### src/rtl/oist_pkg.sv
// ----------------------------------------------------------------------------
// oist_pkg: shared types and constants for the ordered integer set table
// Command and result payloads, operation and status codes.
// ----------------------------------------------------------------------------
package oist_pkg;

    localparam int DEFAULT_CAPACITY = 16;
    localparam int VALUE_W          = 32;
    localparam int INDEX_W          = 4;
    localparam int COUNT_W          = 5;

    typedef enum logic [1:0] {
        FN_ADD      = 2'd0,
        FN_REMOVE   = 2'd1,
        FN_CONTAINS = 2'd2,
        FN_READ     = 2'd3
    } t_func;

    typedef enum logic [1:0] {
        ST_OK    = 2'd0,
        ST_FULL  = 2'd1,
        ST_RANGE = 2'd2
    } t_status;

    typedef struct packed {
        t_func                      func;
        logic signed [VALUE_W-1:0]  value;
        logic [INDEX_W-1:0]         index;
    } t_set_cmd;

    typedef struct packed {
        logic                       hit;
        logic [COUNT_W-1:0]         count;
        logic signed [VALUE_W-1:0]  entry_value;
        t_status                    status;
    } t_set_result;

endpackage

### src/rtl/oist_ram.sv
// ----------------------------------------------------------------------------
// oist_ram: generic single-write, single-read RAM
// One write port and one read port, read data registered.
// ----------------------------------------------------------------------------
module oist_ram #(
    parameter int WIDTH = 32,
    parameter int DEPTH = 16,
    parameter int AW    = (DEPTH > 1) ? $clog2(DEPTH) : 1
) (
    input  logic             i_clk,
    input  logic             i_we,
    input  logic [AW-1:0]    i_waddr,
    input  logic [WIDTH-1:0] i_wdata,
    input  logic             i_re,
    input  logic [AW-1:0]    i_raddr,
    output logic [WIDTH-1:0] o_rdata
);

    logic [WIDTH-1:0] r_mem [DEPTH];

    always_ff @(posedge i_clk) begin
        if (i_we) begin
            r_mem[i_waddr] <= i_wdata;
        end
        if (i_re) begin
            o_rdata <= r_mem[i_raddr];
        end
    end

endmodule

### src/rtl/ordered_integer_set_table.sv
// ----------------------------------------------------------------------------
// ordered_integer_set_table: set of distinct 32-bit integers, insertion order
// Add, remove, membership test and indexed read over an entry RAM.
// ----------------------------------------------------------------------------
// Usage:
//   Drive i_cmd and raise start while busy is low; that edge takes the
//   transfer. busy stays high until the result is produced (a read out of
//   range answers from idle and never raises busy), and o_done pulses for
//   exactly one cycle with o_result valid. The receiver cannot stall:
//   sample o_result whenever o_done is high.
// One item at a time; the search reads one entry per cycle through the
// single RAM read port, and on a remove hit the shift then moves one entry
// per cycle to close the gap.
// Reset clears the control state and the entry count, not the RAM; entries
// beyond the count are never read, so the RAM needs no clearing pass. A new
// command is taken in the cycle the previous result strobes.
// ----------------------------------------------------------------------------
module ordered_integer_set_table
    import oist_pkg::*;
#(
    parameter int CAPACITY = DEFAULT_CAPACITY
) (
    input  logic        i_clk,
    input  logic        i_rst_n,
    input  logic        start,
    input  t_set_cmd    i_cmd,
    output logic        busy,
    output logic        o_done,
    output t_set_result o_result
);

    localparam int AW   = (CAPACITY > 1) ? $clog2(CAPACITY) : 1;
    localparam int CW   = $clog2(CAPACITY + 1);
    localparam int CMPW = (CW > INDEX_W) ? CW : INDEX_W;

    typedef enum logic [1:0] {
        S_IDLE,
        S_READ,
        S_SEARCH,
        S_SHIFT
    } t_state;

    t_state      r_state, n_state;
    t_set_cmd    r_cmd, n_cmd;
    logic [CW-1:0] r_count, n_count;
    logic [CW-1:0] r_i, n_i;      // next RAM address to issue
    logic [CW-1:0] r_pi, n_pi;    // address whose data returns this cycle
    logic          r_pv, n_pv;    // read data this cycle is live
    logic          r_done, n_done;
    t_set_result   r_result, n_result;

    logic            ram_we, ram_re;
    logic [AW-1:0]   ram_waddr, ram_raddr;
    logic [VALUE_W-1:0] ram_wdata, ram_rdata;

    logic [CMPW-1:0] idx_ext, count_ext;
    logic            match;

    oist_ram #(
        .WIDTH (VALUE_W),
        .DEPTH (CAPACITY)
    ) u_entries (
        .i_clk   (i_clk),
        .i_we    (ram_we),
        .i_waddr (ram_waddr),
        .i_wdata (ram_wdata),
        .i_re    (ram_re),
        .i_raddr (ram_raddr),
        .o_rdata (ram_rdata)
    );

    assign idx_ext   = CMPW'(i_cmd.index);
    assign count_ext = CMPW'(r_count);
    assign match     = r_pv && (ram_rdata == r_cmd.value);

    always_comb begin
        n_state  = r_state;
        n_cmd    = r_cmd;
        n_count  = r_count;
        n_i      = r_i;
        n_pi     = r_pi;
        n_pv     = r_pv;
        n_done   = 1'b0;
        n_result = r_result;

        ram_we    = 1'b0;
        ram_waddr = '0;
        ram_wdata = r_cmd.value;
        ram_re    = 1'b0;
        ram_raddr = '0;

        unique case (r_state)
            S_IDLE: begin
                if (start) begin
                    n_cmd = i_cmd;
                    n_i   = '0;
                    n_pv  = 1'b0;
                    if (i_cmd.func == FN_READ) begin
                        if (idx_ext < count_ext) begin
                            // fetch the entry, answer when the data lands
                            ram_re    = 1'b1;
                            ram_raddr = idx_ext[AW-1:0];
                            n_state   = S_READ;
                        end else begin
                            n_done               = 1'b1;
                            n_result.hit         = 1'b0;
                            n_result.count       = COUNT_W'(r_count);
                            n_result.entry_value = '0;
                            n_result.status      = ST_RANGE;
                        end
                    end else begin
                        n_state = S_SEARCH;
                    end
                end
            end

            S_READ: begin
                n_done               = 1'b1;
                n_result.hit         = 1'b1;
                n_result.count       = COUNT_W'(r_count);
                n_result.entry_value = ram_rdata;
                n_result.status      = ST_OK;
                n_state              = S_IDLE;
            end

            S_SEARCH: begin
                n_result.entry_value = '0;
                n_result.status      = ST_OK;
                if (match) begin
                    n_result.hit = 1'b1;
                    if (r_cmd.func == FN_REMOVE) begin
                        // close the gap: pull each later entry down one place
                        n_i     = r_pi + CW'(1);
                        n_pv    = 1'b0;
                        n_state = S_SHIFT;
                    end else begin
                        n_done         = 1'b1;
                        n_result.count = COUNT_W'(r_count);
                        n_state        = S_IDLE;
                    end
                end else if (!r_pv && (r_i >= r_count)) begin
                    // value absent
                    n_done         = 1'b1;
                    n_result.hit   = 1'b0;
                    n_result.count = COUNT_W'(r_count);
                    n_state        = S_IDLE;
                    if (r_cmd.func == FN_ADD) begin
                        if (r_count >= CW'(CAPACITY)) begin
                            n_result.status = ST_FULL;
                        end else begin
                            ram_we         = 1'b1;
                            ram_waddr      = r_count[AW-1:0];
                            n_count        = r_count + CW'(1);
                            n_result.count = COUNT_W'(r_count + CW'(1));
                        end
                    end
                end else if (r_i < r_count) begin
                    // advance the scan one entry
                    ram_re    = 1'b1;
                    ram_raddr = r_i[AW-1:0];
                    n_pv      = 1'b1;
                    n_pi      = r_i;
                    n_i       = r_i + CW'(1);
                end else begin
                    n_pv = 1'b0;
                end
            end

            S_SHIFT: begin
                if (r_pv) begin
                    ram_we    = 1'b1;
                    ram_waddr = AW'(r_pi - CW'(1));
                    ram_wdata = ram_rdata;
                end
                if (r_i < r_count) begin
                    ram_re    = 1'b1;
                    ram_raddr = r_i[AW-1:0];
                    n_pv      = 1'b1;
                    n_pi      = r_i;
                    n_i       = r_i + CW'(1);
                end else begin
                    n_pv = 1'b0;
                    if (!r_pv) begin
                        n_count              = r_count - CW'(1);
                        n_done               = 1'b1;
                        n_result.hit         = 1'b1;
                        n_result.count       = COUNT_W'(r_count - CW'(1));
                        n_result.entry_value = '0;
                        n_result.status      = ST_OK;
                        n_state              = S_IDLE;
                    end
                end
            end

            default: begin
                n_state = S_IDLE;
            end
        endcase
    end

    always_ff @(posedge i_clk) begin
        if (!i_rst_n) begin
            r_state <= S_IDLE;
            r_count <= '0;
            r_pv    <= 1'b0;
            r_done  <= 1'b0;
        end else begin
            r_state <= n_state;
            r_count <= n_count;
            r_pv    <= n_pv;
            r_done  <= n_done;
        end
        // payload and scan indexes: no reset needed
        r_cmd    <= n_cmd;
        r_i      <= n_i;
        r_pi     <= n_pi;
        r_result <= n_result;
    end

    assign busy     = (r_state != S_IDLE);
    assign o_done   = r_done;
    assign o_result = r_result;

endmodule

### config.mk
export PLATFORM = sky130hd
export DESIGN_NAME = ordered_integer_set_table
export DESIGN_NICKNAME = d
export VERILOG_FILES = /design/src/rtl/oist_pkg.sv /design/src/rtl/oist_ram.sv /design/src/rtl/ordered_integer_set_table.sv
export SDC_FILE = /design/constraint.sdc
export NUM_CORES = 1
export LEC_CHECK = 0
export ABC_CLOCK_PERIOD_IN_PS = 6200
export BUFFER_PORTS_ARGS = -buffer_cell sky130_fd_sc_hd__buf_4
export CAP_MARGIN = 10
export CORE_MARGIN = 5
export CORE_UTILIZATION = 45
export DETAILED_ROUTE_END_ITERATION = 8
export HOLD_SLACK_MARGIN = 0.12
export PLACE_DENSITY = 0.72
export SLEW_MARGIN = 5
export SYNTH_ARGS = -nofsm -noshare
export SYNTH_HDL_FRONTEND = slang
export SYNTH_HIERARCHICAL = 1
export SYNTH_SLANG_ARGS = --single-unit
### constraint.sdc
create_clock -name i_clk -period 6.2 [get_ports i_clk]
set_input_delay 1.24 -clock i_clk [delete_from_list [all_inputs] [get_ports i_clk]]
set_output_delay 1.24 -clock i_clk [all_outputs]
set_load 0.005 [all_outputs]
; Word-level counts from Yosys, hierarchy flattened
; Memories as Yosys holds them, arrays and structs flattened. A register that Yosys moved wholly into a read port is not among the register bits.
; Cells that the tools add are included.
[totals]
elab_cells = 140
output_inout_bits = 42
mem_bits_rw = 512
regBits = 93
mem_count = 1
in_bits = 41
[op_classes]
n_reduce_logical = 16
order_cmp = 4
n_addsub = 5
n_eq_ne = 19
mux = 83
[mem_list]
columns = name, words, word_bits, rd, rd_ports_with_merged_regs, wr, line_no
row1 = u_entries.r_mem, 16, 32, 1, 1, 1, oist_ram.sv:19  ; logic [WIDTH-1:0] r_mem [DEPTH];
[op_table]
columns = cell, count
row1 = two-way mux 40 bit, 5
row2 = one-hot mux 40 bit (4 select lines), 1
row3 = two-way mux 5 bit, 15
row4 = two-way mux 32 bit, 2
row5 = two-way mux 4 bit, 11
row6 = equality test 32 bit, 1
row7 = two-way mux 1 bit, 29
row8 = one-hot mux 5 bit (2 select lines), 2
row9 = two-way mux 2 bit, 8
row10 = != test 2 bit (second input constant), 8
row11 = adder 5 x 1 -> 5 bit (second input constant), 3
row12 = != test 3 bit (second input constant), 5
row13 = one-hot mux 5 bit (3 select lines), 1
row14 = AND reduction 5 bit, 3
row15 = two-way mux 6 bit, 2
row16 = one-hot mux 4 bit (3 select lines), 1
row17 = one-hot mux 2 bit (4 select lines), 1
row18 = one-hot mux 4 bit (2 select lines), 1
row19 = AND reduction 7 bit, 1
row20 = equality test 2 bit (second input constant), 3
row21 = one-hot mux 1 bit (3 select lines), 2
row22 = AND reduction 6 bit, 1
row23 = >= comparator 5 bit, 1
row24 = >= comparator 5 bit (second input constant), 1
row25 = other kinds (15), 19

; Depth between registers and ports, before layout
; Gate-level depths: netlist of the first run.
[depth]
word_depth = 8
depth_mapped = 14
depth_no_buf = 10

; Modules after synthesis
; The synthesis of the first run kept the hierarchy.
[by_module_without_submodules]
columns = module, n_inst, cells_per_inst, area_each_um2, seq_area_each_um2
row1 = oist_ram, 1, 838, 20155.6, 16335.7
row2 = ordered_integer_set_table, 1, 421, 5023.6, 2702.6

; Worst setup path before layout of the first run
; Ideal clock, no wire load.
[synth_path]
path_kind = flip-flop to flip-flop
from = register r_count[2], in the netlist count_ext[2]
to = memory u_entries.r_mem[0][0] (enable)
t_required_ps = 5739
synth_period_minus_slack_ps = 4921
stages_incl_launch_ff = 10
n_path_buf = 1
path_slack_ps = 1279
arrival_ps = 4460
setup_ps = 461
path_cell_list = dfxtp_1 clkbuf_1 inv_1 ha_1 nand4_1 o221ai_1 nand4_1 nand2_1 or3b_2 nor3_1
[synth_between]
elab_chain_len = 8
word_cells_on_any_way = 15
classes_between = 2 x order compare / 12 x mux / 1 x reduce/logical
[synth_lines]
columns = element, line_no
row1 = "start, declared", ordered_integer_set_table.sv:45  ; logic [CW-1:0] r_count, n_count;
row2 = "start signal, assigned", ordered_integer_set_table.sv:209  ; r_count <= n_count;
row3 = >= comparator 5 bit, ordered_integer_set_table.sv:148  ; if (r_count >= CW'(CAPACITY)) begin
row4 = two-way mux 1 bit, ordered_integer_set_table.sv:148
row5 = two-way mux 1 bit, ordered_integer_set_table.sv:147  ; if (r_cmd.func == FN_ADD) begin
row6 = two-way mux 1 bit (*), ordered_integer_set_table.sv:141  ; end else if (!r_pv && (r_i >= r_count)) begin
row7 = two-way mux 1 bit (*), ordered_integer_set_table.sv:129  ; if (match) begin
row8 = one-hot mux 1 bit (2 select lines) (*), ordered_integer_set_table.sv:92  ; unique case (r_state)
row9 = named net ram_we, ordered_integer_set_table.sv:52  ; logic ram_we, ram_re;
row10 = two-way mux 1 bit (*), oist_ram.sv:22  ; if (i_we) begin
row11 = two-way mux 1 bit (not written as such) (*), oist_ram.sv:23  ; r_mem[i_waddr] <= i_wdata;
row12 = "end, declared", oist_ram.sv:19
; Mark *: on every way through the listed nets, which the timed path passes. The rest lies on a longest branch.

; Final worst setup path of the first run
[layout_path]
from = register r_state[1]
to = memory u_entries.r_mem[7][25] (enable)
[layout_between]
word_cells_on_any_way = 6
classes_between = 2 x eq/ne / 4 x mux
[layout_lines]
columns = element, line_no
row1 = "start, declared", ordered_integer_set_table.sv:43  ; t_state r_state, n_state;
row2 = "start signal, assigned", ordered_integer_set_table.sv:208  ; r_state <= n_state;
row3 = equality test 2 bit, ordered_integer_set_table.sv:92
row4 = one-hot mux 4 bit (2 select lines) (*), ordered_integer_set_table.sv:92
row5 = named net ram_waddr[1], ordered_integer_set_table.sv:53  ; logic [AW-1:0] ram_waddr, ram_raddr;
; Marked as above.

==> results of run 1 <==
==> kinds of logic (layout without fill, tap and decap cells) <==
group | count (synthesis) | in the layout | share of synthesized area (%)
adder cells (fa/ha/maj) | 15 | 15 | 0.7454
XOR/XNOR | 42 | 42 | 1.461
AND/OR/NAND/NOR | 197 | 197 | 4.169
buffers and inverters | 77 | 246 | 1.421
AO/OA/AOI/OAI | 127 | 127 | 3.553
flip-flops | 637 | 637 | 75.61
multiplexers | 164 | 164 | 13.04
==> worst register-to-register path: stages (launching register included) <==
cell and delay (ns):
dfxtp_1 0.65, inv_1 0.58, nor2_1 0.61, nand2_2 0.08, buf_4 0.36, o22ai_1 0.68
nand2_1 0.44, nor2_4 0.81, buf_4 0.40
==> layout make-up <==
type	count	area, um^2
clock buffers	72	1568
well taps	748	935.9
fillers	4318	26410
multi-input cells	545	5939
flip-flops and latches	637	19040
clock inverters	39	316.6
repair buffers	121	1046
inverters	14	52.55
==> cell usage in the layout, fill, tap and decap left out, types with 7 or more instances in the layout <==
cell       Yosys  final
nand2_1       52     51
xnor2_1       29     29
clkinv_1       1     19
clkinv_2       0      9
nor3_1        14     10
dfxtp_1        9      8
inv_1         13     12
mux4_2       128    128
xor2_1        13     13
a21oi_1       14     14
nor2_1        37     24
buf_12         0     11
clkbuf_16      0     61
and3_1        33     33
nand4_1       13     13
nand3_1       13     13
edfxtp_1     628    628
mux2_2        32     32
a31oi_1        7      7
ha_1          15     15
clkbuf_1      33     11
a22oi_1       68     68
o21ai_0       14     14
buf_4         10    110
nor2_4         0     13
==> metal layers <==
metal  routed length (um)  vias up  global-route usage [%]
li1                     -     5433                       -
met5                   81        -                  0.9804
met4                 1369        2                   5.038
met1                24870     6896                   29.59
met3                 6340      104                   4.459
met2                28440      740                   30.32
==> where the power goes <==
group	switching [W]	internal, W
logic	0.000306	0.000186
registers	0.0000530	0.00484
clock network	0.00157	0.00193
==> Yosys cell counts (7+ instances only) <==
| master | n | share of area [%] |
|---|---|---|
| nand4_1 | 13 | 0.32 |
| a31oi_1 | 7 | 0.17 |
| and3_1 | 33 | 0.82 |
| xnor2_1 | 29 | 1.0 |
| o21ai_0 | 14 | 0.28 |
| mux4_2 | 128 | 11 |
| xor2_1 | 13 | 0.45 |
| nand2_1 | 52 | 0.78 |
| a22oi_1 | 68 | 2.0 |
| buf_1 | 10 | 0.15 |
| inv_1 | 13 | 0.19 |
| dfxtp_1 | 9 | 0.72 |
| buf_4 | 10 | 0.30 |
| nor3_1 | 14 | 0.28 |
| nand3_1 | 13 | 0.26 |
| clkbuf_1 | 33 | 0.49 |
| edfxtp_1 | 628 | 75 |
| nor2_1 | 37 | 0.55 |
| ha_1 | 15 | 0.75 |
| a21oi_1 | 14 | 0.28 |
| buf_2 | 7 | 0.14 |
| mux2_2 | 32 | 1.4 |
==> metrics by stage <==
stage	cells	hold WS, ns	utilization, %	total power (W)	area [um^2]
5_1_grt	2176	0.5472	52.25	0.009170	28900
3_3_place_gp	2065	0.5156	48.84	0.005459	27010
2_1_floorplan	1259	0.4780	-	0.005257	25180
6_report	2176	0.5374	52.25	0.008885	28900
4_1_cts	2176	0.5354	52.25	0.008939	28900
3_5_place_dp	2065	0.5230	48.84	0.005475	27010
==> state kept, by name, indices dropped and copies added (netlist names) <==
name	count
count_ext	5
u_entries/o_rdata	32
r_pv	1
o_done	1
o_result	40
r_pi	5
u_entries/r_mem	512
r_cmd	34
r_state	2
r_i	5
==> worst max path at each step <==
stage / to / cells after the start / startpoint / slack (ns)
5_1_grt: u_entries/r_mem[7][25] / 8 / r_state[1] / 1.04
3_5_place_dp: u_entries/o_rdata[8] / 11 / i_cmd[1] / 1.25
3_3_place_gp: u_entries/o_rdata[12] / 11 / i_cmd[1] / 1.36
2_1_floorplan: u_entries/r_mem[0][0] / 9 / count_ext[2] / 1.28
4_1_cts: u_entries/r_mem[7][25] / 8 / r_state[1] / 1.38
6_report: u_entries/r_mem[7][25] / 8 / r_state[1] / 1.28
==> results.json, run 1 <==
{
  "status": "finished, final reports clean",
  "vias_per_cell": 6.055,
  "drc": 0,
  "dr.pass1.iters": 5,
  "cts_max_path_buffers": 3,
  "whs_path_depth": 0,
  "nets": 1435,
  "cts.sinks": 637,
  "path_max_fanout": 36,
  "ys_seq_area_share_pct": 75.61,
  "ys_seq_elements": 637,
  "grt_max_degree": 46,
  "timing.rr.start": "r_state[1]",
  "grt_pass1_vias": 13003,
  "fp.dieW_um": 246.5,
  "cts_setup_buffers": 0,
  "die_area_mm2": 0.06078,
  "n_antenna_cell": 0,
  "fmax_mhz": 203.2,
  "min_from": "r_i[4]",
  "critical_path_class": "reg2reg",
  "hpwl_mm": 34.57,
  "ys_types": 60,
  "hold_violations": 0,
  "required_ns": 6.49,
  "post_drt_wl_per_cell_um": 28.08,
  "slew_headroom_pct": 28.24,
  "numCtsBuffers": 60,
  "power.density_mw_per_mm2": 307.5,
  "reg2regPathDepth": 8,
  "layout_setup_ws_ns": 1.278,
  "portBuffers": 82,
  "drt_iter0_drc": 1664,
  "slew_violations": 0,
  "syn_area_per_cell_um2": 20.00,
  "fin_crit_sh_pct": 79.39,
  "grt_antenna_before_repair": 1,
  "cts_tree": "yes",
  "irDropWorstVdd_mv": 0.2951,
  "critPathCaptureType": "register",
  "clock-skew-final_ns": 0.04309,
  "post_cts_resized": 0,
  "hold-path-endpoint": "r_pi[4]",
  "fp.dieH_um": 246.5,
  "synth_enable_flop_cells": 628,
  "row_count": 86,
  "synth-async-reset-ratio_pct": 0,
  "grtUsageTotal_pct": 19.95,
  "p_leak_nw": 9.203,
  "synth_cells": 1259,
  "ff2ff_setup_slack_ns": 1.28,
  "start_kind": "register",
  "ios": 83,
  "postSynthNetCount": 1315,
  "grt-ovfl-total": 0,
  "start_util_pct": 45.53,
  "clkLatencyLatePin_ns": 0.64,
  "setup_tns_ns": 0,
  "vias": 13175,
  "reg2reg_to": "u_entries/r_mem[7][25]",
  "rsz0062_at_grt": "false",
  "slowest_stage": "nor2_4",
  "drtAntennaViolNets": 0,
  "cts_root_buffer": "clkbuf_16",
  "fp.coreArea_mm2": 0.05531,
  "critPathTopFamily": "simple AND/OR/NAND/NOR gates",
  "syn2layout_area_growth_pct": 14.77,
  "netlist_area_mm2": 0.02518,
  "worstPathBufferInverterCount": 3,
  "crit_top_cell": "buf_4",
  "critPathArrivalTime_ns": 5.21,
  "yosysWarnings": 6,
  "pre_cts_slack_ns": 1.251,
  "htreeDepth": 2,
  "maxCapViolCount": 0,
  "grt_pass1_wl_mm": 88.56,
  "crit_chain": "inv_1 -> nor2_1 -> nand2_2 -> buf_4 -> o22ai_1 -> nand2_1 -> nor2_4 -> buf_4",
  "drive_gt1_share_pct": 28.22,
  "path_clk_slew_ns": 0.06,
  "drt_wl_total_mm": 61.11,
  "min_period_ns": 4.922,
  "synth_flop_cell": "edfxtp_1",
  "routabilityCongestion": 0.8381,
  "setup-violations-final": 0,
  "slowest_delay_ns": 0.81,
  "hold_path_class": "reg2reg",
  "worst_pin_slew_ns": 1.075,
  "hold_buffers": 0
}
Note: power is estimated with default switching activity, not from simulation.
==> inputs of run 2 (changes only) <==
ABC_CLOCK_PERIOD_IN_PS = 4100   (was 6200)
PLACE_DENSITY = 0.74   (was 0.72)
clock period = 4.1 ns   (was 6.2 ns; I/O delays follow)
==> run 2 against run 1 <==
Effect of this change:
- first-iteration DRC count up 2.2%
- design area increased by 2.8%
- register-to-register slack worse by 1.1 ns
- via count is 2.5% higher
- global-route usage is 0.46 points higher
- clock power up 75%
- wire length grew 1.0%
- worst setup slack worse by 1.1 ns
- die area unchanged
- critical path type unchanged
- largest cell class unchanged
==> results.json, run 2 (synthesis gave the netlist of run 1 again) <==
{
  "min_from": "i_cmd[11]",
  "required_ns": 4.43,
  "critPathCaptureType": "register",
  "routabilityCongestion": 0.9062,
  "fin_area_mm2": 0.02971,
  "slew_headroom_pct": 29.69,
  "drive_gt1_share_pct": 31.40,
  "maxCapViolCount": 0,
  "largest_reg_flops": 512,
  "reg2reg_to": "u_entries/o_rdata[5]",
  "clock-skew-final_ns": 0.03318,
  "critPathArrivalTime_ns": 4.26,
  "final_common_cell": "edfxtp_1",
  "grt_max_degree": 48,
  "setup-violations-final": 0,
  "status": "finished, final reports clean",
  "slowest_stage": "or4_1",
  "nets": 1487,
  "reg2regPathDepth": 11,
  "cts_max_path_buffers": 3,
  "drt_iter0_drc": 1701,
  "p_total_w": 0.01432,
  "hpwl_mm": 35.32,
  "vias": 13509,
  "grtUsageTotal_pct": 20.41,
  "drtAntennaViolNets": 0,
  "worst_pin_slew_ns": 1.052,
  "die_area_mm2": 0.06078,
  "worstPathBufferInverterCount": 2,
  "start_util_pct": 45.53,
  "cts.sinks": 637,
  "ios": 83,
  "cts_root_buffer": "clkbuf_16",
  "post_dp_cell_area_mm2": 0.02740,
  "drc": 0,
  "critPathTopFamily": "simple AND/OR/NAND/NOR gates",
  "numCtsBuffers": 66,
  "slowest_delay_ns": 0.56,
  "grt_antenna_before_repair": 0,
  "grt-ovfl-total": 0,
  "timing.rr.start": "u_entries/o_rdata[26]",
  "syn2layout_area_growth_pct": 17.99,
  "start_kind": "register",
  "dr.pass1.iters": 5,
  "path_clk_slew_ns": 0.06,
  "critical_path_class": "reg2reg",
  "fin_crit_sh_pct": 95.86,
  "portBuffers": 82,
  "rsz0062_at_grt": "false",
  "htreeDepth": 3,
  "final_cell_mix": "628 x edfxtp_1, 149 x buf_4, 128 x mux4_2, 68 x a22oi_1, 66 x clkbuf_16",
  "whs_path_depth": 1,
  "p_leak_nw": 9.640,
  "hold_buffers": 0,
  "grt_pass1_vias": 13399,
  "irDropWorstVdd_mv": 0.2616,
  "hold_violations": 0,
  "path_max_fanout": 15,
  "grt_pass1_wl_mm": 90.83,
  "ff2ff_setup_slack_ns": 0.17,
  "regMostFlops": "u_entries/r_mem",
  "clkLatencyLatePin_ns": 0.60,
  "min_period_ns": 3.930,
  "fp.coreArea_mm2": 0.05531,
  "cp.depth": 11,
  "post_drt_wl_per_cell_um": 27.68,
  "fp.dieH_um": 246.5,
  "hold_path_class": "in2reg",
  "fmax_mhz": 254.4,
  "row_count": 86,
  "fp.dieW_um": 246.5,
  "power.density_mw_per_mm2": 482.0,
  "cts_tree": "yes",
  "hold-path-endpoint": "r_cmd[11]",
  "slew_violations": 0,
  "drt_wl_total_mm": 61.72,
  "vias_per_cell": 6.058,
  "crit_chain": "xor2_1 -> or4_1 -> nor4b_2 -> and4_1 -> nand2_2 -> a32o_4 -> buf_4 -> buf_12 -> mux4_2 -> a22oi_1 -> nand2_1",
  "cp-startpoint": "u_entries/o_rdata[26]"
}
-- run 2: cell types whose count changed in the layout (fill, tap and decap cells not counted), moves of 3 or more --
cell | before | now
clkinv_1 | 19 | 13
nor3_2 | 6 | 2
inv_6 | 0 | 4
clkbuf_1 | 11 | 8
clkbuf_16 | 61 | 66
buf_12 | 11 | 18
buf_4 | 110 | 149
bufinv_16 | 3 | 11
nor3_4 | 0 | 4
clkinvlp_4 | 6 | 2
-- run 2: layout make-up --
type	instances	area [um^2]
Sequential cell	637	19040
Clock buffer	75	1695
Antenna cell	1	2.502
Inverter	14	52.55
Clock inverter	43	539.3
Fill cell	4199	25600
Timing Repair Buffer	167	1479
Tap cell	748	935.9
Multi-Input combinational cell	545	5964
-- run 2: per-layer routing --
layer  global-route usage (%)  vias to the layer above  wire, um
met5                        0                        -         0
met4                    4.939                        0      1434
met3                    5.229                      105      7094
met2                    31.80                      880     29120
met1                    29.32                     6974     24070
li1                         -                     5550         -
-- run 2: worst max-delay path by stage --
stage	to
3_5_place_dp	u_entries/o_rdata[17]
5_1_grt	u_entries/o_rdata[17]
2_1_floorplan	u_entries/r_mem[15][0]
3_3_place_gp	u_entries/o_rdata[27]
4_1_cts	u_entries/o_rdata[17]
6_report	u_entries/o_rdata[5]
-- run 2: per-stage QoR --
step	setup TNS [ns]	hold WS (ns)	cells	setup slack (ns)	util (%)
finish	0	0.3951	2230	0.1695	53.71
global route	0	0.3593	2229	0.02292	53.71
CTS	0	0.3586	2219	0.1491	53.57
detailed placement	-0.5640	0.5160	2101	-0.08410	49.53
global placement	0	0.5188	2101	0.04174	49.53
floorplan	0	0.4780	1259	0.003329	-
-- run 2: report_power, final --
part	internal, W	switching (W)
sequential	0.00732	0.0000794
combinational	0.000313	0.000476
clock	0.00369	0.00244
total	0.0113	0.00300
-- run 2: timing repair --
action                     CTS  global route
buffers inserted             0            10
resized for setup            0             0
setup endpoints to repair    0            15
==> inputs of run 3 (changes only) <==
CTS_BUF_LIST = sky130_fd_sc_hd__clkbuf_16   (was unset)
==> run 3 against run 2 <==
Effect of this change:
- design area about the same
- final cell count about the same
- fmax increased by 0.26%
- worst setup slack improved by 0.010 ns
- largest cell class unchanged
- largest power group unchanged
==> results.json, run 3 (synthesis gave the netlist of run 1 again) <==
{
  "critPathCaptureType": "register",
  "path_max_fanout": 15,
  "cts_tree": "yes",
  "cts.sinks": 637,
  "final_cell_mix": "628 x edfxtp_1, 149 x buf_4, 128 x mux4_2, 68 x a22oi_1, 66 x clkbuf_16",
  "slew_headroom_pct": 30.71,
  "nFillCells": 4205,
  "critPathArrivalTime_ns": 4.24,
  "vias_per_cell": 6.024,
  "pre_cts_slack_ns": -0.08410,
  "p_leak_nw": 9.668,
  "drive_gt1_share_pct": 31.33,
  "path_clk_slew_ns": 0.06,
  "grt_util_met1_pct": 29.32,
  "hold_path_class": "in2reg",
  "clkLatencyLatePin_ns": 0.60,
  "holdWs_ns": 0.3949,
  "min_period_ns": 3.920,
  "dr.pass1.iters": 5,
  "hold_violations": 0,
  "n_antenna_cell": 0,
  "hold_buffers": 0,
  "hpwl_mm": 35.32,
  "regArea_mm2": 0.01904,
  "multi_input_area_mm2": 0.005964,
  "required_ns": 4.42,
  "routabilityCongestion": 0.9062,
  "final_util_pct": 53.69,
  "syn2layout_area_growth_pct": 17.94,
  "start_kind": "register",
  "grt_pass1_vias": 13399,
  "nets": 1487,
  "fin_area_mm2": 0.02970,
  "maxCapViolCount": 0,
  "grt_antenna_before_repair": 0,
  "drt_iter0_drc": 1806,
  "slew_violations": 0,
  "largest_reg_flops": 512,
  "power.density_mw_per_mm2": 480.9,
  "grt-busiest-layer": "met2",
  "numCtsBuffers": 66,
  "clock-skew-final_ns": 0.03533,
  "grt_pass1_wl_mm": 90.83,
  "ios": 83,
  "post_drt_wl_per_cell_um": 27.68,
  "grt_use_met3_pct": 5.229,
  "setup-violations-final": 0,
  "drtAntennaViolNets": 0,
  "status": "finished, final reports clean",
  "regMostFlops": "u_entries/r_mem",
  "fmax_mhz": 255.1,
  "fin_crit_sh_pct": 95.61,
  "irDropWorstVdd_mv": 0.2609,
  "htreeDepth": 3,
  "fp.coreArea_mm2": 0.05531,
  "portBuffers": 82,
  "p_total_w": 0.01428,
  "post_cts_resized": 0,
  "die_area_mm2": 0.06078,
  "fp.dieH_um": 246.5,
  "cts_root_buffer": "clkbuf_16",
  "layout_setup_ws_ns": 0.1798,
  "final_common_cell": "edfxtp_1",
  "grtUsageTotal_pct": 20.41,
  "drc": 0,
  "start_util_pct": 45.53,
  "grt_max_degree": 48,
  "worst_pin_slew_ns": 1.037,
  "cts_max_path_buffers": 3,
  "vias": 13428,
  "post_dp_cell_area_mm2": 0.02740,
  "fp.dieW_um": 246.5,
  "row_count": 86,
  "grt-ovfl-total": 0,
  "critical_path_class": "reg2reg",
  "rsz0062_at_grt": "false",
  "drt_wl_total_mm": 61.70,
  "grt_use_met2_pct": 31.80
}
[run 3: cell type report]
type | instances | area share (%)
multi-input cells | 545 | 20.09
well taps | 748 | 3.152
repair buffers | 167 | 4.980
clock inverters | 52 | 1.930
inverters | 14 | 0.1770
clock buffers | 66 | 5.562
flip-flops and latches | 637 | 64.11
[run 3: repair_timing]
item | 4_1_cts | 5_1_grt
buffers inserted | 0 | 10
setup endpoints to repair | 0 | 15
endpoints found under the hold margin | 0 | 0
[run 3: power by group]
| part | switching (W) | internal, W |
|---|---|---|
| registers | 0.0000794 | 0.00732 |
| clock network | 0.00244 | 0.00365 |
| logic | 0.000475 | 0.000313 |
| total | 0.00300 | 0.0113 |
[run 3: path summary, 6_finish.rpt]
| path | from | slack (ns) | depth (start not counted) | to |
|---|---|---|---|---|
| worst max-delay path | u_entries/o_rdata[12] | 0.18 | 11 | u_entries/o_rdata[4] |
| worst min register to register | r_i[4] | 0.54 | 0 | r_pi[4] |
| worst min-delay path | i_cmd[11] | 0.39 | 1 | r_cmd[11] |
| worst max register to register | u_entries/o_rdata[12] | 0.18 | 11 | u_entries/o_rdata[4] |
[run 3: critical path: stages (launching register included)]
cell and delay (ns):
edfxtp_1 0.46, xor2_1 0.29, or4_1 0.55, nor4b_2 0.27, and4_1 0.34, nand2_2 0.15
a32o_4 0.48, buf_4 0.19, buf_12 0.14, mux4_2 0.42, a22oi_1 0.24, nand2_1 0.08
[run 3: through the flow]
stage | setup TNS [ns] | instances
4_1_cts | 0 | 2219
3_5_place_dp | -0.5640 | 2101
5_1_grt | 0 | 2229
3_3_place_gp | 0 | 2101
6_report | 0 | 2229
2_1_floorplan | 0 | 1259
[run 3: routing by layer]
layer | up-vias | wire [um]
met5 | - | 0
met4 | 0 | 1319
met3 | 90 | 7767
met2 | 862 | 29160
met1 | 6922 | 23450
li1 | 5554 | -
